--- config.mk ---
export PLATFORM = sky130hd
export DESIGN_NAME = glyph_path_bezier_flattener
export DESIGN_NICKNAME = d
export VERILOG_FILES = /design/src/rtl/core/gpbf_pkg.sv /design/src/rtl/core/gpbf_ctrl.sv /design/src/rtl/core/gpbf_dp.sv /design/src/rtl/core/glyph_path_bezier_flattener.sv
export SDC_FILE = /design/constraint.sdc
export NUM_CORES = 2
export LEC_CHECK = 0
export ABC_CLOCK_PERIOD_IN_PS = 13100
export BUFFER_PORTS_ARGS = -buffer_cell sky130_fd_sc_hd__buf_2
export CAP_MARGIN = 20
export CORE_UTILIZATION = 40
export DETAILED_ROUTE_END_ITERATION = 10
export SLEW_MARGIN = 10
export SYNTH_ARGS = -nofsm -noshare
export SYNTH_HDL_FRONTEND = slang
export SYNTH_HIERARCHICAL = 1
export SYNTH_SLANG_ARGS = --single-unit
--- constraint.sdc ---
create_clock -name clk -period 13.1 [get_ports clk]
set_input_delay 0.655 -clock clk [delete_from_list [all_inputs] [get_ports clk]]
set_output_delay 0.655 -clock clk [all_outputs]
set_load 0.005 [all_outputs]
--- src/rtl/core/gpbf_pkg.sv ---
// shared types and constants of the glyph path bezier flattener
`default_nettype none

package gpbf_pkg;

  localparam int CW           = 32;               // coordinate width
  localparam int MAX_SEGMENTS = 64;
  localparam int SEG_W        = 7;
  localparam int DIV_STEPS    = 17;               // bits of the 65536 dividend
  localparam int IN_DATA_W    = 6 * CW;
  localparam int OUT_DATA_W   = 2 * CW;

  localparam logic [2:0] ACT_MOVE    = 3'd0;
  localparam logic [2:0] ACT_LINE    = 3'd1;
  localparam logic [2:0] ACT_QUAD    = 3'd2;
  localparam logic [2:0] ACT_CUBIC   = 3'd3;
  localparam logic [2:0] ACT_OFFSET  = 3'd4;
  localparam logic [2:0] ACT_ADVANCE = 3'd5;

  localparam logic REG_SEGMENTS = 1'b0;
  localparam logic REG_SCALE    = 1'b1;

  localparam logic [SEG_W-1:0] SEG_RESET   = 7'd8;
  localparam logic [CW-1:0]    SCALE_RESET = 32'h0001_0000;

  typedef enum logic [2:0] {
    ST_IDLE, ST_DIV, ST_STEP, ST_WQ, ST_WC, ST_TERM, ST_SCALE, ST_OUT
  } state_t;

  // multiplier operand selection
  typedef enum logic [3:0] {
    MOP_NONE, MOP_UU, MOP_TT, MOP_U2T, MOP_UUU, MOP_UU3T, MOP_TT3U, MOP_TTT,
    MOP_CH, MOP_CL, MOP_SH, MOP_SL
  } mop_t;

  // product writeback
  typedef enum logic [3:0] {
    WOP_NONE, WOP_UU, WOP_TT, WOP_WQ, WOP_WC, WOP_HI, WOP_ACC, WOP_MAG, WOP_OUT
  } wop_t;

  typedef struct packed {
    logic       load;
    logic       div_step;
    logic       div_first;
    logic       step;
    mop_t       mop;
    logic [1:0] mk;
    logic       max;
    wop_t       wop;
    logic [1:0] wk;
    logic       wax;
  } cmd_t;

  typedef struct packed {
    logic last;
  } sts_t;

endpackage

`default_nettype wire

--- src/rtl/core/gpbf_ctrl.sv ---
// controller state machine: sequences division, weights, terms and scaling
`default_nettype none

module gpbf_ctrl (
  input  wire logic          clk,
  input  wire logic          rst_n,
  input  wire logic          in_tvalid,
  input  wire logic [2:0]    in_action,
  output logic               in_tready,
  output logic               out_tvalid,
  input  wire logic          out_tready,
  input  wire gpbf_pkg::sts_t sts,
  output gpbf_pkg::cmd_t     cmd
);
  import gpbf_pkg::*;

  state_t     state_r, state_nxt;
  logic [4:0] pc_r, pc_nxt;
  logic       cubic_r, cubic_nxt;
  logic [4:0] q;

  always_ff @(posedge clk) begin
    if (!rst_n) begin
      state_r <= ST_IDLE;
      pc_r    <= '0;
      cubic_r <= 1'b0;
    end else begin
      state_r <= state_nxt;
      pc_r    <= pc_nxt;
      cubic_r <= cubic_nxt;
    end
  end

  always_comb begin
    state_nxt     = state_r;
    pc_nxt        = pc_r + 5'd1;
    cubic_nxt     = cubic_r;
    in_tready     = 1'b0;
    out_tvalid    = 1'b0;
    cmd.load      = 1'b0;
    cmd.div_step  = 1'b0;
    cmd.div_first = 1'b0;
    cmd.step      = 1'b0;
    cmd.mop       = MOP_NONE;
    cmd.mk        = 2'd0;
    cmd.max       = 1'b0;
    cmd.wop       = WOP_NONE;
    cmd.wk        = 2'd0;
    cmd.wax       = 1'b0;
    q             = '0;
    case (state_r)
      ST_IDLE: begin
        in_tready = 1'b1;
        pc_nxt    = '0;
        if (in_tvalid) begin
          cmd.load = 1'b1;
          case (in_action)
            ACT_MOVE, ACT_LINE: state_nxt = ST_SCALE;
            ACT_QUAD, ACT_CUBIC: begin
              state_nxt = ST_DIV;
              cubic_nxt = (in_action == ACT_CUBIC);
            end
            default: ;
          endcase
        end
      end
      ST_DIV: begin
        cmd.div_step  = 1'b1;
        cmd.div_first = (pc_r == '0);
        if (pc_r == 5'(DIV_STEPS - 1)) begin
          state_nxt = ST_STEP;
          pc_nxt    = '0;
        end
      end
      ST_STEP: begin
        cmd.step  = 1'b1;
        state_nxt = cubic_r ? ST_WC : ST_WQ;
        pc_nxt    = '0;
      end
      ST_WQ: begin
        case (pc_r)
          5'd0: cmd.mop = MOP_UU;
          5'd1: begin
            cmd.mop = MOP_TT;
            cmd.wop = WOP_UU;
          end
          5'd2: begin
            cmd.mop = MOP_U2T;
            cmd.wop = WOP_TT;
          end
          default: begin
            cmd.wop   = WOP_WQ;
            state_nxt = ST_TERM;
            pc_nxt    = '0;
          end
        endcase
      end
      ST_WC: begin
        cmd.wk = 2'(pc_r - 5'd3);
        case (pc_r)
          5'd0: cmd.mop = MOP_UU;
          5'd1: begin
            cmd.mop = MOP_TT;
            cmd.wop = WOP_UU;
          end
          5'd2: begin
            cmd.mop = MOP_UUU;
            cmd.wop = WOP_TT;
          end
          5'd3: begin
            cmd.mop = MOP_UU3T;
            cmd.wop = WOP_WC;
          end
          5'd4: begin
            cmd.mop = MOP_TT3U;
            cmd.wop = WOP_WC;
          end
          5'd5: begin
            cmd.mop = MOP_TTT;
            cmd.wop = WOP_WC;
          end
          default: begin
            cmd.wop   = WOP_WC;
            state_nxt = ST_TERM;
            pc_nxt    = '0;
          end
        endcase
      end
      ST_TERM: begin
        // two products per term: high and low half of the weight
        if (!pc_r[4]) begin
          cmd.mop = pc_r[0] ? MOP_CL : MOP_CH;
          cmd.mk  = pc_r[3:2];
          cmd.max = pc_r[1];
        end
        if (pc_r != '0) begin
          q       = pc_r - 5'd1;
          cmd.wop = q[0] ? WOP_ACC : WOP_HI;
          cmd.wk  = q[3:2];
          cmd.wax = q[1];
        end
        if (pc_r[4]) begin
          state_nxt = ST_SCALE;
          pc_nxt    = '0;
        end
      end
      ST_SCALE: begin
        if (pc_r == '0) begin
          cmd.wop = WOP_MAG;
        end
        if (pc_r >= 5'd1 && pc_r <= 5'd4) begin
          q       = pc_r - 5'd1;
          cmd.mop = q[0] ? MOP_SL : MOP_SH;
          cmd.max = q[1];
        end
        if (pc_r >= 5'd2) begin
          q       = pc_r - 5'd2;
          cmd.wop = q[0] ? WOP_OUT : WOP_HI;
          cmd.wax = q[1];
        end
        if (pc_r == 5'd5) begin
          state_nxt = ST_OUT;
          pc_nxt    = '0;
        end
      end
      ST_OUT: begin
        out_tvalid = 1'b1;
        pc_nxt     = '0;
        if (out_tready) begin
          state_nxt = sts.last ? ST_IDLE : ST_STEP;
        end
      end
      default: state_nxt = ST_IDLE;
    endcase
  end

endmodule

`default_nettype wire

--- src/rtl/core/gpbf_dp.sv ---
// datapath: path state, divider, shared multiplier, accumulators, output register
`default_nettype none

module gpbf_dp (
  input  wire logic                           clk,
  input  wire logic                           rst_n,
  input  wire gpbf_pkg::cmd_t                 cmd,
  output gpbf_pkg::sts_t                      sts,
  input  wire logic [2:0]                     in_action,
  input  wire logic [gpbf_pkg::IN_DATA_W-1:0] in_data,
  input  wire logic                           cfg_we,
  input  wire logic                           cfg_index,
  input  wire logic [gpbf_pkg::CW-1:0]        cfg_data,
  output logic [gpbf_pkg::OUT_DATA_W-1:0]     out_data,
  output logic                                out_start,
  output logic                                out_last
);
  import gpbf_pkg::*;

  function automatic logic signed [CW-1:0] sat32_f(input logic signed [34:0] v);
    if (v[34:31] == 4'b0000 || v[34:31] == 4'b1111) begin
      return v[31:0];
    end
    return v[34] ? 32'sh8000_0000 : 32'sh7fff_ffff;
  endfunction

  // configuration and path state
  logic [SEG_W-1:0]     seg_r;
  logic [CW-1:0]        scale_r;
  logic signed [CW-1:0] pen_r [2];
  logic signed [CW-1:0] off_r [2];
  logic signed [CW-1:0] adv_r [2];

  // per command working registers
  logic signed [CW-1:0] c_r [2][4];
  logic [SEG_W-1:0]     n_r;
  logic [16:0]          dq_r;
  logic [SEG_W-1:0]     dr_r;
  logic [SEG_W-1:0]     ra_r;
  logic [SEG_W-1:0]     i_r;
  logic [16:0]          t_r;
  logic [32:0]          uu_r, tt_r;
  logic [32:0]          w_r [4];
  logic signed [52:0]   p_r, hi_r;
  logic signed [34:0]   acc_r [2];
  logic [33:0]          mag_r [2];
  logic                 neg_r [2];
  logic signed [CW-1:0] vout_r [2];
  logic                 start_r, last_r;

  logic signed [CW-1:0] e_w [2];
  logic signed [CW-1:0] a_w [2];
  logic signed [CW-1:0] b_w [2];
  logic [16:0]          u_w;
  logic signed [34:0]   mul_a;
  logic [17:0]          mul_b;
  logic signed [53:0]   prod;
  logic [SEG_W-1:0]     n_eff;
  logic [SEG_W:0]       div_r2, st_sum;
  logic [SEG_W-1:0]     div_rin;
  logic                 div_ge, st_ge;
  logic signed [69:0]   tsum;
  logic signed [33:0]   s_w [2];
  logic [52:0]          m_sum;
  logic signed [CW-1:0] out_sat;
  logic signed [32:0]   adv_sum [2];

  assign e_w[0] = in_data[31:0];
  assign e_w[1] = in_data[63:32];
  assign a_w[0] = in_data[95:64];
  assign a_w[1] = in_data[127:96];
  assign b_w[0] = in_data[159:128];
  assign b_w[1] = in_data[191:160];

  assign u_w = 17'h1_0000 - t_r;

  always_comb begin
    if (seg_r == '0) begin
      n_eff = 7'd1;
    end else if (seg_r > 7'(MAX_SEGMENTS)) begin
      n_eff = 7'(MAX_SEGMENTS);
    end else begin
      n_eff = seg_r;
    end
  end

  // restoring divider step for 65536 / n, one quotient bit a cycle
  assign div_rin = cmd.div_first ? '0 : dr_r;
  assign div_r2  = {div_rin, cmd.div_first};
  assign div_ge  = div_r2 >= {1'b0, n_r};

  // parameter step: t += q, remainder carried
  assign st_sum = {1'b0, ra_r} + {1'b0, dq_r[0] & 1'b0, dr_r[SEG_W-2:0]};
  assign st_ge  = st_sum >= {1'b0, n_r};

  always_comb begin
    mul_a = '0;
    mul_b = '0;
    case (cmd.mop)
      MOP_UU: begin
        mul_a = 35'(u_w);
        mul_b = 18'(u_w);
      end
      MOP_TT: begin
        mul_a = 35'(t_r);
        mul_b = 18'(t_r);
      end
      MOP_U2T: begin
        mul_a = 35'(u_w);
        mul_b = {t_r, 1'b0};
      end
      MOP_UUU: begin
        mul_a = 35'(uu_r);
        mul_b = 18'(u_w);
      end
      MOP_UU3T: begin
        mul_a = 35'(uu_r);
        mul_b = {t_r, 1'b0} + 18'(t_r);
      end
      MOP_TT3U: begin
        mul_a = 35'(tt_r);
        mul_b = {u_w, 1'b0} + 18'(u_w);
      end
      MOP_TTT: begin
        mul_a = 35'(tt_r);
        mul_b = 18'(t_r);
      end
      MOP_CH: begin
        mul_a = 35'(c_r[cmd.max][cmd.mk]);
        mul_b = 18'(w_r[cmd.mk][32:16]);
      end
      MOP_CL: begin
        mul_a = 35'(c_r[cmd.max][cmd.mk]);
        mul_b = 18'(w_r[cmd.mk][15:0]);
      end
      MOP_SH: begin
        mul_a = {1'b0, mag_r[cmd.max]};
        mul_b = 18'(scale_r[31:16]);
      end
      MOP_SL: begin
        mul_a = {1'b0, mag_r[cmd.max]};
        mul_b = 18'(scale_r[15:0]);
      end
      default: ;
    endcase
  end

  assign prod = mul_a * $signed({1'b0, mul_b});

  // floored term: (hi * 2^16 + lo) / 2^32
  assign tsum = (70'(hi_r) <<< 16) + 70'(p_r);

  always_comb begin
    for (int ax = 0; ax < 2; ax++) begin
      s_w[ax] = 34'(sat32_f(acc_r[ax])) + 34'(off_r[ax]) + 34'(adv_r[ax]);
      adv_sum[ax] = 33'(adv_r[ax]) + 33'(e_w[ax]);
    end
  end

  // magnitude times scale, truncated toward zero, then saturated
  assign m_sum = hi_r[52:0] + {16'd0, p_r[52:16]};

  always_comb begin
    if (neg_r[cmd.wax]) begin
      out_sat = (m_sum > 53'h8000_0000) ? 32'sh8000_0000 : 32'(-m_sum);
    end else begin
      out_sat = (m_sum > 53'h7fff_ffff) ? 32'sh7fff_ffff : 32'(m_sum);
    end
  end

  always_ff @(posedge clk) begin
    if (!rst_n) begin
      seg_r   <= SEG_RESET;
      scale_r <= SCALE_RESET;
      for (int ax = 0; ax < 2; ax++) begin
        pen_r[ax] <= '0;
        off_r[ax] <= '0;
        adv_r[ax] <= '0;
      end
    end else begin
      if (cfg_we) begin
        case (cfg_index)
          REG_SEGMENTS: seg_r   <= cfg_data[SEG_W-1:0];
          REG_SCALE:    scale_r <= cfg_data;
          default: ;
        endcase
      end
      if (cmd.load) begin
        case (in_action)
          ACT_MOVE, ACT_LINE, ACT_QUAD, ACT_CUBIC: begin
            pen_r[0] <= e_w[0];
            pen_r[1] <= e_w[1];
          end
          ACT_OFFSET: begin
            off_r[0] <= e_w[0];
            off_r[1] <= e_w[1];
          end
          ACT_ADVANCE: begin
            adv_r[0] <= sat32_f(35'(adv_sum[0]));
            adv_r[1] <= sat32_f(35'(adv_sum[1]));
          end
          default: ;
        endcase
      end
    end
  end

  always_ff @(posedge clk) begin
    p_r <= prod[52:0];
    if (cmd.load) begin
      start_r <= (in_action == ACT_MOVE);
      last_r  <= 1'b1;
      n_r     <= n_eff;
      t_r     <= '0;
      ra_r    <= '0;
      i_r     <= '0;
      for (int ax = 0; ax < 2; ax++) begin
        acc_r[ax]   <= 35'(e_w[ax]);
        c_r[ax][0]  <= pen_r[ax];
        c_r[ax][1]  <= a_w[ax];
        c_r[ax][2]  <= (in_action == ACT_CUBIC) ? b_w[ax] : e_w[ax];
        c_r[ax][3]  <= e_w[ax];
      end
    end
    if (cmd.div_step) begin
      dq_r <= {dq_r[15:0], div_ge};
      dr_r <= div_ge ? SEG_W'(div_r2 - {1'b0, n_r}) : SEG_W'(div_r2);
    end
    if (cmd.step) begin
      t_r      <= t_r + dq_r + 17'(st_ge);
      ra_r     <= st_ge ? SEG_W'(st_sum - {1'b0, n_r}) : SEG_W'(st_sum);
      i_r      <= i_r + 7'd1;
      last_r   <= (i_r + 7'd1) == n_r;
      acc_r[0] <= '0;
      acc_r[1] <= '0;
    end
    case (cmd.wop)
      WOP_UU: uu_r <= p_r[32:0];
      WOP_TT: tt_r <= p_r[32:0];
      WOP_WQ: begin
        w_r[0] <= uu_r;
        w_r[1] <= p_r[32:0];
        w_r[2] <= tt_r;
        w_r[3] <= '0;
      end
      WOP_WC:  w_r[cmd.wk] <= p_r[48:16];
      WOP_HI:  hi_r <= p_r;
      WOP_ACC: acc_r[cmd.wax] <= acc_r[cmd.wax] + $signed(tsum[66:32]);
      WOP_MAG: begin
        for (int ax = 0; ax < 2; ax++) begin
          neg_r[ax] <= s_w[ax][33];
          mag_r[ax] <= s_w[ax][33] ? 34'(-s_w[ax]) : 34'(s_w[ax]);
        end
      end
      WOP_OUT: vout_r[cmd.wax] <= out_sat;
      default: ;
    endcase
  end

  assign out_data  = {vout_r[1], vout_r[0]};
  assign out_start = start_r;
  assign out_last  = last_r;
  assign sts.last  = last_r;

endmodule

`default_nettype wire

--- src/rtl/core/glyph_path_bezier_flattener.sv ---
// top level of the glyph path bezier flattener
// usage:
// - in_* takes one path command per item: in_tuser is the action (move, line,
//   quadratic, cubic, set offset, add advance), in_tdata the six coordinates
// - out_* gives the scaled vertices; out_tlast marks the final vertex of a
//   command and out_tuser marks the vertex of a move
// - cfg_* writes the segment count (index 0) and the Q16.16 scale (index 1)
// - one command is worked on at a time; in_tready is high only while idle
// - move or line: out_tvalid rises after the end point is scaled
// - offset and advance: no vertex
// - curve: a 65536/n division, then per vertex a step, the quadratic or
//   cubic weights, the terms and the scaling, for n segments
// - every weight, term and scale product goes through the single shared
//   35x18 multiplier
// - a stall on out_tready holds the vertex and the whole sequence
// - reset clears the pen, offset and advance and restores the registers
`default_nettype none

module glyph_path_bezier_flattener (
  input  wire logic          clk,
  input  wire logic          rst_n,
  input  wire logic          in_tvalid,
  output logic               in_tready,
  // end_x, end_y, ctrl1_x, ctrl1_y, ctrl2_x, ctrl2_y from bit 0 up
  input  wire logic [191:0]  in_tdata,
  // action
  input  wire logic [2:0]    in_tuser,
  output logic               out_tvalid,
  input  wire logic          out_tready,
  // vertex_x, vertex_y from bit 0 up
  output logic [63:0]        out_tdata,
  // starts_outline
  output logic [0:0]         out_tuser,
  output logic               out_tlast,
  input  wire logic          cfg_we,
  input  wire logic          cfg_index,
  input  wire logic [31:0]   cfg_data
);
  import gpbf_pkg::*;

  cmd_t cmd;
  sts_t sts;
  logic start_w;

  // sequencer: one command at a time
  gpbf_ctrl u_ctrl (
    .clk        (clk),
    .rst_n      (rst_n),
    .in_tvalid  (in_tvalid),
    .in_action  (in_tuser),
    .in_tready  (in_tready),
    .out_tvalid (out_tvalid),
    .out_tready (out_tready),
    .sts        (sts),
    .cmd        (cmd)
  );

  // arithmetic and state
  gpbf_dp u_dp (
    .clk       (clk),
    .rst_n     (rst_n),
    .cmd       (cmd),
    .sts       (sts),
    .in_action (in_tuser),
    .in_data   (in_tdata),
    .cfg_we    (cfg_we),
    .cfg_index (cfg_index),
    .cfg_data  (cfg_data),
    .out_data  (out_tdata),
    .out_start (start_w),
    .out_last  (out_tlast)
  );

  assign out_tuser = start_w;

endmodule

`default_nettype wire

-- Yosys cells after proc, flatten, opt, wreduce, memory -nomap -nowiden
Memories as Yosys holds them, arrays and structs flattened.
Index checks and enable logic that the tools add are counted.
- RAM bits: 784
- memories kept: 9
- register bits after elaboration: 284
- word-level logic and storage cells: 293
- muxes and demuxes: 136
- reductions and logical operators: 35
- $lt $le $gt $ge: 9
- bitwise operators: 10
- $mul: 1
- eq/ne operators: 50
- add/sub/neg operators: 25
- memory list (name ; depth ; bits a word ; rd ports ; clocked after Yosys merged registers in ; write ports ; RTL line ; text):
    u_dp.c_r ; 2 ; 128 ; 1 ; 0 ; 2 ; gpbf_dp.sv:35 ; logic signed [CW-1:0] c_r [2][4];
    u_dp.w_r ; 4 ; 33 ; 1 ; 0 ; 4 ; gpbf_dp.sv:43 ; logic [32:0] w_r [4];
    u_dp.acc_r ; 2 ; 35 ; 3 ; 0 ; 2 ; gpbf_dp.sv:45 ; logic signed [34:0] acc_r [2];
    u_dp.mag_r ; 2 ; 34 ; 1 ; 0 ; 2 ; gpbf_dp.sv:46 ; logic [33:0] mag_r [2];
    u_dp.adv_r ; 2 ; 32 ; 2 ; 0 ; 2 ; gpbf_dp.sv:32 ; logic signed [CW-1:0] adv_r [2];
    u_dp.off_r ; 2 ; 32 ; 2 ; 0 ; 2 ; gpbf_dp.sv:31 ; logic signed [CW-1:0] off_r [2];
    3 more memories ; n/a ; n/a ; n/a ; n/a ; n/a ; n/a ;
- operator list (cell ; number):
    $mux W32 ; 31
    $pmux W35 S6 ; 1
    $pmux W18 S9 ; 1
    $add A32 B32 Y33 ; 4
    $mux W35 ; 3
    $add A33 B32 Y34 ; 2
    $mux W34 ; 2
    $neg A34 Y34 ; 2
    $add A67 B53 Y67 ; 1
    $bmux W32 S2 ; 1
    $mux W7 ; 9
    $add A53 B37 Y53 ; 1
    $gt A53 B31 Y1 const B ; 1
    $gt A53 B32 Y1 const B ; 1
    $mul A35 B19 Y53 ; 1
    $mux W1 ; 51
    $add A18 B17 Y18 ; 2
    $eq A4 B4 Y1 const B ; 9
    $add A35 B35 Y35 ; 1
    $reduce_or A35 Y1 ; 1
    $mux W17 ; 2
    $mux W33 ; 1
    $reduce_or A33 Y1 ; 1
    $eq A4 B3 Y1 const B ; 8
    60 further kinds ; 129

-- Longest topological paths before layout
An unclocked memory read counts as a cell.
- word-level depth: 13
- gate-level depth with buffers: 45

-- Modules after synthesis
The synthesis kept the hierarchy.
- modules (own cells, without submodules) (module ; cells each ; instances ; area each (um^2) ; seq. area each (um^2)):
    gpbf_dp ; 7927 ; 1 ; 83282.4 ; 30879.6
    gpbf_ctrl ; 152 ; 1 ; 1098.6 ; 180.2

-- Worst setup path after synthesis
No wires, ideal clock.
- path type: reg2reg
- from: register u_ctrl.state_r[0]
- to: memory u_dp.off_r[0][0] (enable)
- cell stages (with the launch flop): 8
- period minus slack after synthesis: 13213 ps
- path buffers: 1
- arrival time: 12639 ps
- setup time: 574 ps
- setup slack: -113 ps
- data required time: 12526 ps
- path through: dfxtp_1 > clkbuf_1 > nor3_1 > and2_1 > inv_1 > nor3b_1 > inv_1 > o21ai_0
- RTL lines (element ; RTL line ; text):
    from (decl) ; gpbf_ctrl.sv:17 ; state_t state_r, state_nxt;
    from (signal assigned) ; gpbf_ctrl.sv:28 ; state_r <= state_nxt;
    to (decl) ; gpbf_dp.sv:31 ;

==> results.sh <==
export IMPL_boundaryPins=301
export IMPL_design_die_area_sq_um=213000
export IMPL_die_w_microns=461
export IMPL_cts_sink_count=1068
export IMPL_yosysWarnings=6
export IMPL_synth_top_family_by_area="adder cells"
export IMPL_crit_path_end_kind="register"
export IMPL_worstSetupStartpointType="register"
export IMPL_max_stage_delay_ns=0.92
export IMPL_numCtsBuffers=118
export IMPL_tritoncts="done"
export IMPL_grt_max_degree=81
export IMPL_fin_nets=9719
export IMPL_yosysSeqAreaShare=0.368
export IMPL_clk_pin_slew_ns=0.07
export IMPL_layout_drive_gt1_share=0.126
export IMPL_synth_xor_area_frac=0.0399
export IMPL_finalSetupViolations=0
export IMPL_rsz0062_at_grt="false"
export IMPL_syn_nets=9423
export IMPL_drt_iter0_drc=6472
export IMPL_leakagePower_uw=0.0397
export IMPL_place_hpwl_microns=224000
export IMPL_synthCells=8079
export IMPL_drc_errors=0
export IMPL_antenna_found_initial=18
export IMPL_start_util=0.403
export IMPL_synth_adder_area_share=0.225
export IMPL_skew_ns=0.0784
export IMPL_post_place_cells=11026
export IMPL_cp_arrival_ns=12.71
export IMPL_syn_avg_cell_area_sq_um=10.4
export IMPL_area_growth_pct=11.7
export IMPL_vias_per_cell=5.64
export IMPL_r2r_slack_ns=1.06
export IMPL_muxShareOfSynthArea=0.0662
export IMPL_mostFrequentLayoutCells="1167 x inv_1, 967 x edfxtp_1, 879 x nand2_1"
export IMPL_status="complete, no violations"
export IMPL_tns_ns=0
export IMPL_grt_pass1_wl_microns=418000
export IMPL_worst_path_max_fanout=17
export IMPL_stdcell_count=11289
export IMPL_ctsHtreeMaxLevel=3
export IMPL_timing_slew_headroom=0.189
export IMPL_cts_setup_buffers=0
export IMPL_path_common_cell="fa_1"
export IMPL_cts_hold_buf=30
export IMPL_design_core_area_sq_um=210000
export IMPL_finalCritPeriodShare=0.919
export IMPL_ir_drop_v=0.000194
export IMPL_drv_cap=0
export IMPL_pwr_density_cell_nw_per_um2=215
export IMPL_grt_total_usage=0.268
export IMPL_wl_per_cell_microns=25.4
export IMPL_max_freq_mhz=83.0
export IMPL_port_buffer_count=300
export IMPL_tightest_slew_ns=1.22
export IMPL_final_hold_viol_count=0
export IMPL_period_minus_slack_ns=12.04
export IMPL_grt_pass1_vias=62595
export IMPL_synth_cell_type_count=97
export IMPL_syn_area_sq_um=84400
export IMPL_rows=168
export IMPL_wirelength_microns=287000
export IMPL_hp_class="primary input to register"
export IMPL_synthSimpleGateAreaFrac=0.126
export IMPL_synth_compound_area_share=0.108
export IMPL_post_route_util=0.450
export IMPL_slowest_stage="o41ai_1"
export IMPL_grt_ovfl_total=0
export IMPL_fin_ws_ns=1.06
export IMPL_ys_flop_type="edfxtp_1"
export IMPL_mostFrequentLayoutCell="inv_1"
export IMPL_drv_slew=0
export IMPL_dieHeight_microns=461
export IMPL_synth_seq_cells=1068
export IMPL_first_pass_iters=6
export IMPL_synthArstFlopShare=0
export IMPL_post_place_ws_ns=1.34
export IMPL_root_buffer="clkbuf_16"
export IMPL_gp_congestion=0.971
export IMPL_via_count=63673
export IMPL_synth_edff_count=967
export IMPL_power_uw=20300
export IMPL_postRouteAntennaNets=0
export IMPL_cts_buffer_depth=3
export IMPL_cts_resized=0
export IMPL_insertion_delay_ns=0.79
export IMPL_crit_type="register to register"
export IMPL_crit_required_ns=13.77
## metrics by stage
stage | hold slack (ns) | cell area, sq um
floorplan | 0.400 | 84400
global placement | 0.400 | 89600
detailed placement | 0.405 | 89600
CTS | 0.00206 | 94300
global route | 0.0231 | 94300
finish | 0.0616 | 94300
## area by class of cell
class                      count  area (sq um)
antenna                        4          10.0
timing repair buffer         501          3140
sequential                  1068         31100
clock buffer                 134          3030
tap                         2805          3510
multi-input combinational   5518         47900
inverter                    1168          4380
fill                       19653        115000
clock inverter                91          1270
## cells by family after synthesis
| logic type | count (synthesis) |
|---|---|
| flip-flops | 1068 |
| adder cells (fa/ha/maj) | 1111 |
| XOR/XNOR | 383 |
| other | 2 |
| multiplexers | 411 |
| buffers and inverters | 1493 |
| AND/OR/NAND/NOR | 2208 |
| AO/OA/AOI/OAI | 1403 |
## power by group
part	switching (uW)	internal (uW)	leakage (uW)
sequential	415	4670	0.00998
combinational	7630	3900	0.0277
clock	1500	2160	0.00205
total	9540	10700	0.0397
## path summary, 6_finish.rpt
path / end / cells after the start / start
worst max-delay path: u_dp/p_r[49]$_DFF_P_ / 35 / u_ctrl/pc_r[1]$_SDFF_PN0_
worst min-delay path: u_dp/c_r[1][73]$_DFFE_PP_ / 1 / in_tdata[105]
worst max register to register: u_dp/p_r[49]$_DFF_P_ / 35 / u_ctrl/pc_r[1]$_SDFF_PN0_
worst min register to register: u_dp/c_r[1][109]$_DFFE_PP_ / 0 / u_dp/pen_r[0][45]$_SDFFCE_PN0P_
## routing by layer
metal  wire length [microns]  vias to the layer above  GRT usage
met2                  132000                     2706      0.428
met5                      57                        -          0
met4                   14100                       10      0.114
met1                  120000                    32224      0.362
li1                        -                    28264          -
met3                   21600                      469     0.0401
## Yosys cell counts, drive strengths merged (133+ instances only)
master	n	share of area
nand2	881	0.039
a21o	145	0.013
edfxtp	967	0.34
fa	677	0.16
ha	434	0.064
xor2	133	0.014
a21oi	404	0.025
clkbuf	261	0.012
mux2	207	0.028
xnor2	249	0.026
o21ai	303	0.019
and2	245	0.018
inv	1167	0.052
nor2	412	0.018
## sequential cells by signal, summed over array words and instances, names as in the netlist, 17 cells and up
register and count:
u_dp/vout_r 64, u_dp/mag_r 68, u_dp/t_r 17, u_dp/acc_r 70
u_dp/tt_r 33, u_dp/c_r 256, u_dp/hi_r 53, u_dp/adv_r 64
u_dp/uu_r 33, u_dp/dq_r 17, u_dp/w_r 132, u_dp/off_r 64
u_dp/scale_r 32, u_dp/pen_r 64, u_dp/p_r 53
## critical path, delay by kind of cell, from the launching register on
kind | cells | cell delay [ns]
compound gates | 15 | 4.96
fa+ha+maj | 8 | 3.73
buf+inv | 7 | 1.24
flops | 1 | 0.66
simple gates | 5 | 1.29
No activity file was read; power rests on OpenSTA's default activity.
